File: src/hw/rtl/sorted_stream_merge_core_assert.svh
// Assertion macros for the sorted stream merge core.
`ifndef SORTED_STREAM_MERGE_CORE_ASSERT_SVH
`define SORTED_STREAM_MERGE_CORE_ASSERT_SVH
`ifndef SYNTH
// Same-cycle implication.
`define SSM_ASSERT_IMPLIES(label, clk, rst_n, cond, prop) \
	label: assert property (@(posedge clk) disable iff (!(rst_n)) (cond) |-> (prop)) \
		else $error("assertion failed: same-cycle implication");
// Next-cycle implication.
`define SSM_ASSERT_NEXT(label, clk, rst_n, cond, prop) \
	label: assert property (@(posedge clk) disable iff (!(rst_n)) (cond) |=> (prop)) \
		else $error("assertion failed: next-cycle implication");
`else
`define SSM_ASSERT_IMPLIES(label, clk, rst_n, cond, prop)
`define SSM_ASSERT_NEXT(label, clk, rst_n, cond, prop)
`endif
`endif

File: src/hw/rtl/ssm_pkg.sv
// Shared types and codes for the sorted stream merge core.
`timescale 1ns / 1ps
package ssm_pkg;

	localparam int VALUE_W = 32;

	typedef logic signed [VALUE_W-1:0] value_t;

	// Input field codes
	localparam logic ACT_PUSH  = 1'b0;
	localparam logic ACT_CLOSE = 1'b1;
	localparam logic SRC_A     = 1'b0;
	localparam logic SRC_B     = 1'b1;

	// Error codes on the result channel
	localparam logic [1:0] ERR_NONE   = 2'd0;
	localparam logic [1:0] ERR_FULL   = 2'd1;
	localparam logic [1:0] ERR_CLOSED = 2'd2;

	typedef enum logic [1:0] {
		OP_PUSH_A,
		OP_PUSH_B,
		OP_CLOSE_A,
		OP_CLOSE_B
	} op_t;

	typedef struct packed {
		op_t    op;
		value_t value;
	} cmd_t;

	typedef struct packed {
		value_t     value;
		logic       has_value;
		logic       last;
		logic [1:0] error;
	} res_t;

	typedef enum logic {
		ST_IDLE,
		ST_DRAIN
	} bst_t;

endpackage

File: src/hw/rtl/ssm_front.sv
// Front end: accepts input transfers, decodes them into commands, queues them.
`timescale 1ns / 1ps
module ssm_front import ssm_pkg::*; (
	input  logic   clk,
	input  logic   arst_n,
	input  logic   in_valid,
	output logic   in_ready,
	input  logic   action,
	input  logic   source,
	input  value_t value,
	output logic   q_valid,
	input  logic   q_ready,
	output cmd_t   q_cmd
);

	cmd_t       ent_q [2];
	logic       wr_ptr_q;
	logic       rd_ptr_q;
	logic [1:0] cnt_q;
	cmd_t       cmd_in;
	logic       push;
	logic       pop;

	// Classify the incoming item
	always_comb begin
		cmd_in.value = value;
		unique case ({action, source})
			{ACT_PUSH, SRC_A}:  cmd_in.op = OP_PUSH_A;
			{ACT_PUSH, SRC_B}:  cmd_in.op = OP_PUSH_B;
			{ACT_CLOSE, SRC_A}: cmd_in.op = OP_CLOSE_A;
			default:            cmd_in.op = OP_CLOSE_B;
		endcase
	end

	assign in_ready = (cnt_q != 2'd2);
	assign q_valid  = (cnt_q != 2'd0);
	assign q_cmd    = rd_ptr_q ? ent_q[1] : ent_q[0];
	assign push     = in_valid && in_ready;
	assign pop      = q_valid && q_ready;

	// Two-entry command queue storage
	always_ff @(posedge clk) begin
		if (push) begin
			if (wr_ptr_q) ent_q[1] <= cmd_in;
			else ent_q[0] <= cmd_in;
		end
	end

	// Queue pointers and fill count
	always_ff @(posedge clk or negedge arst_n) begin
		if (!arst_n) begin
			wr_ptr_q <= 1'b0;
			rd_ptr_q <= 1'b0;
			cnt_q    <= 2'd0;
		end else begin
			if (push) wr_ptr_q <= ~wr_ptr_q;
			if (pop) rd_ptr_q <= ~rd_ptr_q;
			if (push && !pop) cnt_q <= cnt_q + 2'd1;
			else if (pop && !push) cnt_q <= cnt_q - 2'd1;
		end
	end

endmodule

File: src/hw/rtl/ssm_back.sv
// Back end: list buffers, merge sequencer and output register.
`timescale 1ns / 1ps
module ssm_back import ssm_pkg::*; #(
	parameter int BUFFER_DEPTH = 32
) (
	input  logic clk,
	input  logic arst_n,
	input  logic cmd_valid,
	output logic cmd_ready,
	input  cmd_t cmd,
	output logic out_valid,
	input  logic out_ready,
	output res_t out_res
);

	localparam int AW = (BUFFER_DEPTH > 1) ? $clog2(BUFFER_DEPTH) : 1;
	localparam int CW = $clog2(BUFFER_DEPTH + 1);
	localparam logic [AW-1:0] LAST_IDX = AW'(BUFFER_DEPTH - 1);
	localparam logic [CW-1:0] FULL_CNT = CW'(BUFFER_DEPTH);
	localparam logic [CW-1:0] ONE_CNT  = CW'(1);

	value_t mem_a [BUFFER_DEPTH];
	value_t mem_b [BUFFER_DEPTH];
	value_t rd_a_q, rd_b_q;

	bst_t          state_q, state_n;
	logic [AW-1:0] a_head_q, a_head_n, a_tail_q, a_tail_n;
	logic [AW-1:0] b_head_q, b_head_n, b_tail_q, b_tail_n;
	logic [CW-1:0] a_cnt_q, a_cnt_n, b_cnt_q, b_cnt_n;
	logic          a_closed_q, a_closed_n, b_closed_q, b_closed_n;
	logic          out_valid_q;
	res_t          out_res_q;
	res_t          res_n;
	logic          emit, rearm, we_a, we_b, slot_ok;
	logic          both, a_first, take_a, take_b;

	function automatic logic [AW-1:0] adv(input logic [AW-1:0] idx);
		return (idx == LAST_IDX) ? '0 : idx + 1'b1;
	endfunction

	assign slot_ok   = !out_valid_q || out_ready;
	assign out_valid = out_valid_q;
	assign out_res   = out_res_q;

	// Head selection: on equal heads B goes first
	assign both    = (a_cnt_q != '0) && (b_cnt_q != '0);
	assign a_first = (rd_a_q < rd_b_q);
	assign take_a  = both ? a_first : ((a_cnt_q != '0) && b_closed_q);
	assign take_b  = both ? !a_first : ((b_cnt_q != '0) && a_closed_q);

	// Sequencer next state and result
	always_comb begin
		state_n    = state_q;
		a_head_n   = a_head_q;
		a_tail_n   = a_tail_q;
		a_cnt_n    = a_cnt_q;
		a_closed_n = a_closed_q;
		b_head_n   = b_head_q;
		b_tail_n   = b_tail_q;
		b_cnt_n    = b_cnt_q;
		b_closed_n = b_closed_q;
		we_a       = 1'b0;
		we_b       = 1'b0;
		emit       = 1'b0;
		rearm      = 1'b0;
		res_n      = '0;
		cmd_ready  = (state_q == ST_IDLE) && slot_ok;
		unique case (state_q)
			ST_IDLE: begin
				if (cmd_valid && slot_ok) begin
					unique case (cmd.op)
						OP_PUSH_A: begin
							if (a_closed_q) begin
								emit        = 1'b1;
								res_n.error = ERR_CLOSED;
							end else if (a_cnt_q == FULL_CNT) begin
								emit        = 1'b1;
								res_n.error = ERR_FULL;
							end else begin
								we_a     = 1'b1;
								a_tail_n = adv(a_tail_q);
								a_cnt_n  = a_cnt_q + ONE_CNT;
								state_n  = ST_DRAIN;
							end
						end
						OP_PUSH_B: begin
							if (b_closed_q) begin
								emit        = 1'b1;
								res_n.error = ERR_CLOSED;
							end else if (b_cnt_q == FULL_CNT) begin
								emit        = 1'b1;
								res_n.error = ERR_FULL;
							end else begin
								we_b     = 1'b1;
								b_tail_n = adv(b_tail_q);
								b_cnt_n  = b_cnt_q + ONE_CNT;
								state_n  = ST_DRAIN;
							end
						end
						OP_CLOSE_A: begin
							a_closed_n = 1'b1;
							state_n    = ST_DRAIN;
						end
						default: begin
							b_closed_n = 1'b1;
							state_n    = ST_DRAIN;
						end
					endcase
				end
			end
			default: begin
				// One merged element per cycle while the output slot is free, until no rule applies
				if (slot_ok) begin
					if (take_a) begin
						emit            = 1'b1;
						res_n.value     = rd_a_q;
						res_n.has_value = 1'b1;
						a_head_n        = adv(a_head_q);
						a_cnt_n         = a_cnt_q - ONE_CNT;
						if (a_closed_q && b_closed_q && a_cnt_q == ONE_CNT
								&& b_cnt_q == '0) begin
							res_n.last = 1'b1;
							rearm      = 1'b1;
							state_n    = ST_IDLE;
						end
					end else if (take_b) begin
						emit            = 1'b1;
						res_n.value     = rd_b_q;
						res_n.has_value = 1'b1;
						b_head_n        = adv(b_head_q);
						b_cnt_n         = b_cnt_q - ONE_CNT;
						if (a_closed_q && b_closed_q && b_cnt_q == ONE_CNT
								&& a_cnt_q == '0) begin
							res_n.last = 1'b1;
							rearm      = 1'b1;
							state_n    = ST_IDLE;
						end
					end else begin
						// Both closed and empty with nothing sent: end marker
						if (a_closed_q && b_closed_q && a_cnt_q == '0 && b_cnt_q == '0) begin
							emit       = 1'b1;
							res_n.last = 1'b1;
							rearm      = 1'b1;
						end
						state_n = ST_IDLE;
					end
				end
			end
		endcase
		if (rearm) begin
			a_head_n   = '0;
			a_tail_n   = '0;
			a_cnt_n    = '0;
			a_closed_n = 1'b0;
			b_head_n   = '0;
			b_tail_n   = '0;
			b_cnt_n    = '0;
			b_closed_n = 1'b0;
		end
	end

	// Buffers; read data always tracks the next head, bypassing a write to it
	always_ff @(posedge clk) begin
		if (we_a) mem_a[a_tail_q] <= cmd.value;
		if (we_b) mem_b[b_tail_q] <= cmd.value;
		rd_a_q <= (we_a && a_tail_q == a_head_n) ? cmd.value : mem_a[a_head_n];
		rd_b_q <= (we_b && b_tail_q == b_head_n) ? cmd.value : mem_b[b_head_n];
	end

	// Output payload register
	always_ff @(posedge clk) begin
		if (emit) out_res_q <= res_n;
	end

	// Control state
	always_ff @(posedge clk or negedge arst_n) begin
		if (!arst_n) begin
			state_q     <= ST_IDLE;
			a_head_q    <= '0;
			a_tail_q    <= '0;
			a_cnt_q     <= '0;
			a_closed_q  <= 1'b0;
			b_head_q    <= '0;
			b_tail_q    <= '0;
			b_cnt_q     <= '0;
			b_closed_q  <= 1'b0;
			out_valid_q <= 1'b0;
		end else begin
			state_q    <= state_n;
			a_head_q   <= a_head_n;
			a_tail_q   <= a_tail_n;
			a_cnt_q    <= a_cnt_n;
			a_closed_q <= a_closed_n;
			b_head_q   <= b_head_n;
			b_tail_q   <= b_tail_n;
			b_cnt_q    <= b_cnt_n;
			b_closed_q <= b_closed_n;
			if (slot_ok) out_valid_q <= emit;
		end
	end

endmodule

File: src/hw/rtl/sorted_stream_merge_core.sv
// Timing: a transfer is registered in the front-end queue; once the back end takes it, an error
// result shows in the next cycle, while a merged element or end marker passes through the drain
// state and then the output register. The back end takes no new command while it drains: the
// single-result sequencer sends merged elements from the registered heads until no rule applies.
// Reset: arst_n clears queue, counters, close flags and output valid; buffer contents are not
// cleared, an entry is read only after it is written.
`timescale 1ns / 1ps
`include "sorted_stream_merge_core_assert.svh"
module sorted_stream_merge_core import ssm_pkg::*; #(
	parameter int BUFFER_DEPTH = 32
) (
	input  logic       clk,
	input  logic       arst_n,
	input  logic       in_valid,
	output logic       in_ready,
	input  logic       action,
	input  logic       source,
	input  value_t     value,
	output logic       out_valid,
	input  logic       out_ready,
	output value_t     value_res,
	output logic       has_value,
	output logic       last,
	output logic [1:0] error
);

	logic q_valid;
	logic q_ready;
	cmd_t q_cmd;
	res_t res;

	ssm_front u_front (
		.clk      (clk),
		.arst_n   (arst_n),
		.in_valid (in_valid),
		.in_ready (in_ready),
		.action   (action),
		.source   (source),
		.value    (value),
		.q_valid  (q_valid),
		.q_ready  (q_ready),
		.q_cmd    (q_cmd)
	);

	ssm_back #(
		.BUFFER_DEPTH (BUFFER_DEPTH)
	) u_back (
		.clk       (clk),
		.arst_n    (arst_n),
		.cmd_valid (q_valid),
		.cmd_ready (q_ready),
		.cmd       (q_cmd),
		.out_valid (out_valid),
		.out_ready (out_ready),
		.out_res   (res)
	);

	assign value_res = res.value;
	assign has_value = res.has_value;
	assign last      = res.last;
	assign error     = res.error;

	// An accepted transfer is waiting in the queue on the next cycle
	`SSM_ASSERT_NEXT(a_in_to_queue, clk, arst_n, in_valid && in_ready, q_valid)
	// A stalled command stays queued
	`SSM_ASSERT_NEXT(a_queue_hold, clk, arst_n, q_valid && !q_ready, q_valid)
	// End of sequence never carries an error
	`SSM_ASSERT_IMPLIES(a_last_clean, clk, arst_n, out_valid && last, error == ERR_NONE)

endmodule
File: config.mk
export PLATFORM = sky130hd
export DESIGN_NAME = sorted_stream_merge_core
export DESIGN_NICKNAME = d
export VERILOG_FILES = /design/src/hw/rtl/ssm_pkg.sv /design/src/hw/rtl/ssm_front.sv /design/src/hw/rtl/ssm_back.sv /design/src/hw/rtl/sorted_stream_merge_core.sv
export VERILOG_INCLUDE_DIRS = /design/src /design/src/hw/rtl
export SDC_FILE = /design/constraint.sdc
export NUM_CORES = 2
export LEC_CHECK = 0
export BUFFER_PORTS_ARGS = -buffer_cell sky130_fd_sc_hd__buf_4
export CORE_MARGIN = 2
export CORE_UTILIZATION = 45
export DETAILED_ROUTE_END_ITERATION = 7
export PLACE_DENSITY = 0.58
export SLEW_MARGIN = 20
export SYNTH_ARGS = -nofsm -noshare
export SYNTH_HDL_FRONTEND = slang
export SYNTH_SLANG_ARGS = --single-unit
File: constraint.sdc
create_clock -name clk -period 7.3 [get_ports clk]
set_input_delay 0.73 -clock clk [delete_from_list [all_inputs] [get_ports clk]]
set_output_delay 0.73 -clock clk [all_outputs]
set_load 0.05 [all_outputs]
Word-level counts from Yosys, hierarchy flattened
Memories as Yosys holds them, arrays and structs flattened. A register that Yosys moved wholly into a read port is not among the register bits. Index checks and enable logic that the tools add are counted.

Equal/unequal tests: 27. Order comparisons: 1. Reductions and logical operators: 46. Bitwise gates (word level): 4. Mux-type cells: 111. $add $sub $neg: 10.

Operators with widths (count): $mux 5 (25); $mux 34 (3); $mux 6 (17); $mux 1 (57); $reduce_or 34->1 (1); $mux 33 (1); $lt 32x32->1 (1); $add 5x1->5 const B (4); $eq 5x5->1 const B (4); $logic_and 1x1->1 (16); $add 6x1->6 const B (2); $eq 6x1->1 const B (2); $eq 6x6->1 const B (2); $logic_not 6->1 (2); $ne 3x3->1 const B (4); $reduce_bool 2->1 (6); $reduce_bool 6->1 (2); $sub 6x1->6 const B (2); $reduce_and 5->1 (2); $reduce_bool 3->1 (3); $mux 2 (4); $ne 2x2->1 const B (4); $reduce_and 7->1 (1); $ne 2x1->1 const B (3); 18 further kinds (31).

Output and inout port bits: 38. Memory bits (writable): 2116. Memories kept: 3. Flip-flop bits (word level): 76.

Memories: u_back.mem_a (words 32, width 32, read ports 1, clocked after Yosys merged registers in 1, write ports 1, RTL line ssm_back.sv:22) `value_t mem_a [BUFFER_DEPTH];`; u_back.mem_b (words 32, width 32, read ports 1, clocked after Yosys merged registers in 1, write ports 1, RTL line ssm_back.sv:23) `value_t mem_b [BUFFER_DEPTH];`; u_front.ent_q (words 2, width 34, read ports 2, clocked after Yosys merged registers in 0, write ports 1, RTL line ssm_front.sv:16) `cmd_t ent_q [2];`.

Depth between registers and ports, before layout
Word-level depth: 10. Mapped depth: 19. Mapped depth without buffers: 13.

By module
From an unflattened synthesis, not the netlist that was laid out.

Cell total of the unflattened synthesis: 3627. Area, all modules: 85214.2 um2.

By module, submodules not included: ssm_back (area an instance 82407.8 um2, cells each 3501, instances 1); ssm_front (area an instance 2806.4 um2, cells each 126, instances 1).

Worst setup path before layout
No wires, ideal clock.

Path kind: reg-to-reg. Start point: register (tool-made name). End point: register u_back.out_res_q (netlist bit u_back.out_res[10]), data pin. Period minus slack after synthesis: 5.389 ns. Data required time: 7.036 ns. Stages on the path, launching flop included: 19. Arrival time: 5.125 ns. Buffers on the path: 6. Setup slack: 1.911 ns. Cell sequence: dfxtp_1 clkbuf_1 buf_2 buf_1 mux4_2 mux4_2 mux2_2 ha_1 a21oi_1 a31oi_1 a211oi_1 o211ai_1 or4_1 o31a_1 buf_6 a21oi_1 buf_2 clkbuf_1 o21ai_0.

RTL lines: to (signal assigned) (RTL line ssm_back.sv:172) `if (emit) out_res_q <= res_n;`; to (decl) (RTL line ssm_back.sv:32) `res_t out_res_q;`.

==> results.cfg <==
[sta]
setup_total_negative_slack_ns = 0
worst_slew_pin_slew_ns = 1.121
setup_repair_after_global_routing_missed_its_margin = no
worst_clock_skew_ns = 0.03393
max_freq_ghz = 0.1570
finalHoldViolCount = 0
period_needed_ns = 6.369
maxSlewViolCount = 0
final_min_period_over_clock_period_pct = 87.25
setup_viol_count_final = 0
slew_headroom_pct = 25.11

[clock_network]
postCtsResizedCells = 0
post_cts_buffers = 0
cts.clk_slew.worst_paths_ns = 0.06
clockRootBuffer = clkbuf_16
cts_sinks = 2202
cts_tree = built
cts_made_buffers = 221
cts.path.max_buffers = 3
htree_levels = 4
source_to_sink_clock_delay_at_the_later_pin_of_the_worst_skew_pair_ns = 0.86

[grt]
grt_start_max_net_pins = 65
antenna_found_initial = 1
grt_pass1_wl_mm = 307.6
globalRouteTotalUtil_pct = 22.72
first_global_vias = 40846
globalRouteOverflowTotal = 0

[die]
boundaryPins = 76
die-area_um2 = 192600
floorplan.initialDensity_pct = 45.31
die_x_um = 438.9
core_area_um2 = 187800
fp.dieH_um = 438.9
rows = 159

[critical_path]
crit_required_ns = 7.97
worst-r2r-setup-slack_ns = 0.93
critical_path_arrival_ns = 7.03
timing.critical_path.from_type = flip-flop
worst_path_largest_cell_delay_ns = 0.81
crit_slowest_cell = dfxtp_4
kind_of_critical_path = flip-flop to flip-flop
worst-r2r-cell-count = 14
end_kind = flip-flop
sequence_of_cells_on_the_critical_path = buf_4 > buf_4 > mux4_2 > mux4_2 > mux2i_1 > ha_1 > a21oi_1 > o21a_1 > o211ai_1 > or4_1 > o31a_1 > a211o_4 > or3_1 > a21oi_1
critPathMaxFanout = 30

[layout]
num-nets-final = 4072
drive_above_1_share_pct = 31.93
area_growth_pct = 14.65

[min_path]
worst_hold_path.endpoint = u_front.ent_q[0][4]
worst_hold_path.num_cells = 1
min-delay-start = value[4]
hp-class = input port to flip-flop

[power]
vdd_ir_drop_max_mv = 0.3695
power_per_cell_area_nw_per_um2 = 407.6
p_leak_nw = 30.56
report.power.total_mw = 39.76

[routing]
antenna_violating_nets_post_route = 0
wirelength_mm = 217.4
avgRoutedWirePerCell_um = 32.60
vias_per_cell = 5.962
drt_iter0_drc = 4305
drtPass1Iterations = 5
route.vias.total = 39747
drcViolationCount = 0

[logic_synthesis]
synth_ff_type = edfxtp_1
synth.cells.most_frequent = edfxtp_1, mux4_2, clkbuf_1
number_of_synthesized_flops_with_an_enable_pin = 2152
yosys_warnings = 0
mappedNetlistNets = 3767
mapped_cell_area_um2 = 85100
gate_count_after_technology_mapping = 3676
synth_seq_area_share_pct = 77.35
synth.top_cell.area_share_pct = 75.94
synth_cell_types = 63
synth_area_per_cell_um2 = 23.15
synth.area.top_cells = edfxtp_1, mux4_2, dfrtp_1
synth_most_common_cell = edfxtp_1
ys_async_sr_fraction_pct = 1.817
yosys_register_bits = 2202
synth.largest_area_cell = edfxtp_1

[placed_design]
numPortBuffers = 75
place.detailed.hpwl_mm = 124.6
gp_congestion = 0.8009

[status]
outcome = complete, no violations

[job]
drv.max_cap_violation_count = 0
==> flip-flops by register name, summed over array words and instances, names as in the netlist, named ones only <==
| signal | flops |
|---|---|
| u_back.a_head_q | 5 |
| u_back.b_closed_q | 1 |
| u_front.ent_q | 68 |
| u_front.wr_ptr_q | 1 |
| u_back.a_tail_q | 5 |
| u_back.a_cnt_q | 6 |
| u_back.a_closed_q | 1 |
| u_back.b_cnt_q | 6 |
| u_front.cnt_q | 2 |
| u_back.mem_a | 1024 |
| u_back.out_res | 36 |
| u_back.mem_b | 1024 |
| u_back.b_head_q | 5 |
| u_back.state_q | 1 |
| u_front.rd_ptr_q | 1 |
| u_back.b_tail_q | 5 |
| u_back.out_valid | 1 |
==> repair_timing <==
action / 4_1_cts / 5_1_grt
endpoints found under the setup margin: 0 / 0
hold endpoints to repair: 46 / 0
hold buffers: 4 / 0
==> worst max-delay path by stage <==
stage          slack (ns)       from                  to  cells past startpoint
2_1_floorplan        1.91  flip-flop  u_back.out_res[10]                     18
3_3_place_gp         0.91  flip-flop           flip-flop                     15
3_5_place_dp         0.96  flip-flop           flip-flop                     15
4_1_cts              0.90  flip-flop           flip-flop                     15
5_1_grt              0.67  flip-flop   u_back.b_cnt_q[3]                     15
6_report             0.93  flip-flop           flip-flop                     14
==> area by class of cell <==
cell class              count  area (um2)
fillers                 14567       90240
diodes                      3       7.507
clock inverters           142        1396
repair buffers            263        2370
multi-input cells        1272       19000
well taps                2495        3122
flip-flops and latches   2202       65860
clock buffers             269        5732
inverters                  21       78.83
==> where the power goes <==
part | switching (mW) | internal [mW] | total (mW)
registers | 0.701 | 15.9 | 16.6
clock network | 4.83 | 6.37 | 11.2
logic | 7.10 | 4.88 | 12.0
total | 12.6 | 27.1 | 39.8
==> worst max-delay path: cells and delay by family, from the launching register on <==
| family | cells | cell delay [ns] |
|---|---|---|
| AO/OA/AOI/OAI | 6 | 1.91 |
| multiplexers | 3 | 1.50 |
| AND/OR/NAND/NOR | 2 | 0.93 |
| flip-flops | 1 | 0.81 |
| buffers and inverters | 2 | 0.60 |
| adder cells (fa/ha/maj) | 1 | 0.35 |
==> logic make-up after synthesis <==
family	Yosys count	share of synthesized area, %
buffers and inverters	202	0.9293
AO/OA/AOI/OAI	159	1.162
multiplexers	754	18.08
flip-flops	2202	77.35
XOR/XNOR	5	0.05147
adder cells (fa/ha/maj)	53	0.7793
AND/OR/NAND/NOR	301	1.644
==> cells in the final DEF, fill, tap and decap left out, types with 7 or more instances in the layout <==
cell       count
a211oi_1       7
a21oi_1       32
a22oi_1        9
and3_1        11
buf_12        26
buf_4        230
bufinv_16     22
clkbuf_1      47
clkbuf_16    222
clkinv_1      66
clkinv_2      32
dfrtp_1       39
dfxtp_4        8
edfxtp_1    2152
ha_1          53
inv_1         21
mux2_2        64
mux2i_1       68
mux4_2       620
nand2_1       90
nand2b_1      11
nand3_1       27
nand3b_1       8
nand4_1        8
nor2_1        30
nor2_4        65
nor2b_1        7
nor3_1        15
o21ai_0       61
==> metrics by stage <==
step                      worst slack [ns]  hold WS, ns  utilization [%]  cells  area, um2
after floorplan                      1.911       0.4344                -   3676      85100
after global placement              0.9147       0.4778            48.03   6241      90200
after detailed placement            0.9607       0.4867            48.11   6248      90360
after CTS                           0.9022    0.0005456            51.93   6663      97530
after global routing                0.6675      0.02415            51.95   6664      97550
final                               0.9308      0.06136            51.95   6667      97560
==> per-layer routing <==
layer | GRT usage [%] | vias up | wire length, um
li1 | - | 16312 | -
met1 | 30.96 | 21807 | 88810
met2 | 38.53 | 1331 | 111400
met3 | 3.253 | 297 | 11710
met4 | 6.186 | 0 | 5472
met5 | 0 | - | 0
(Power assumes the default switching activity.)
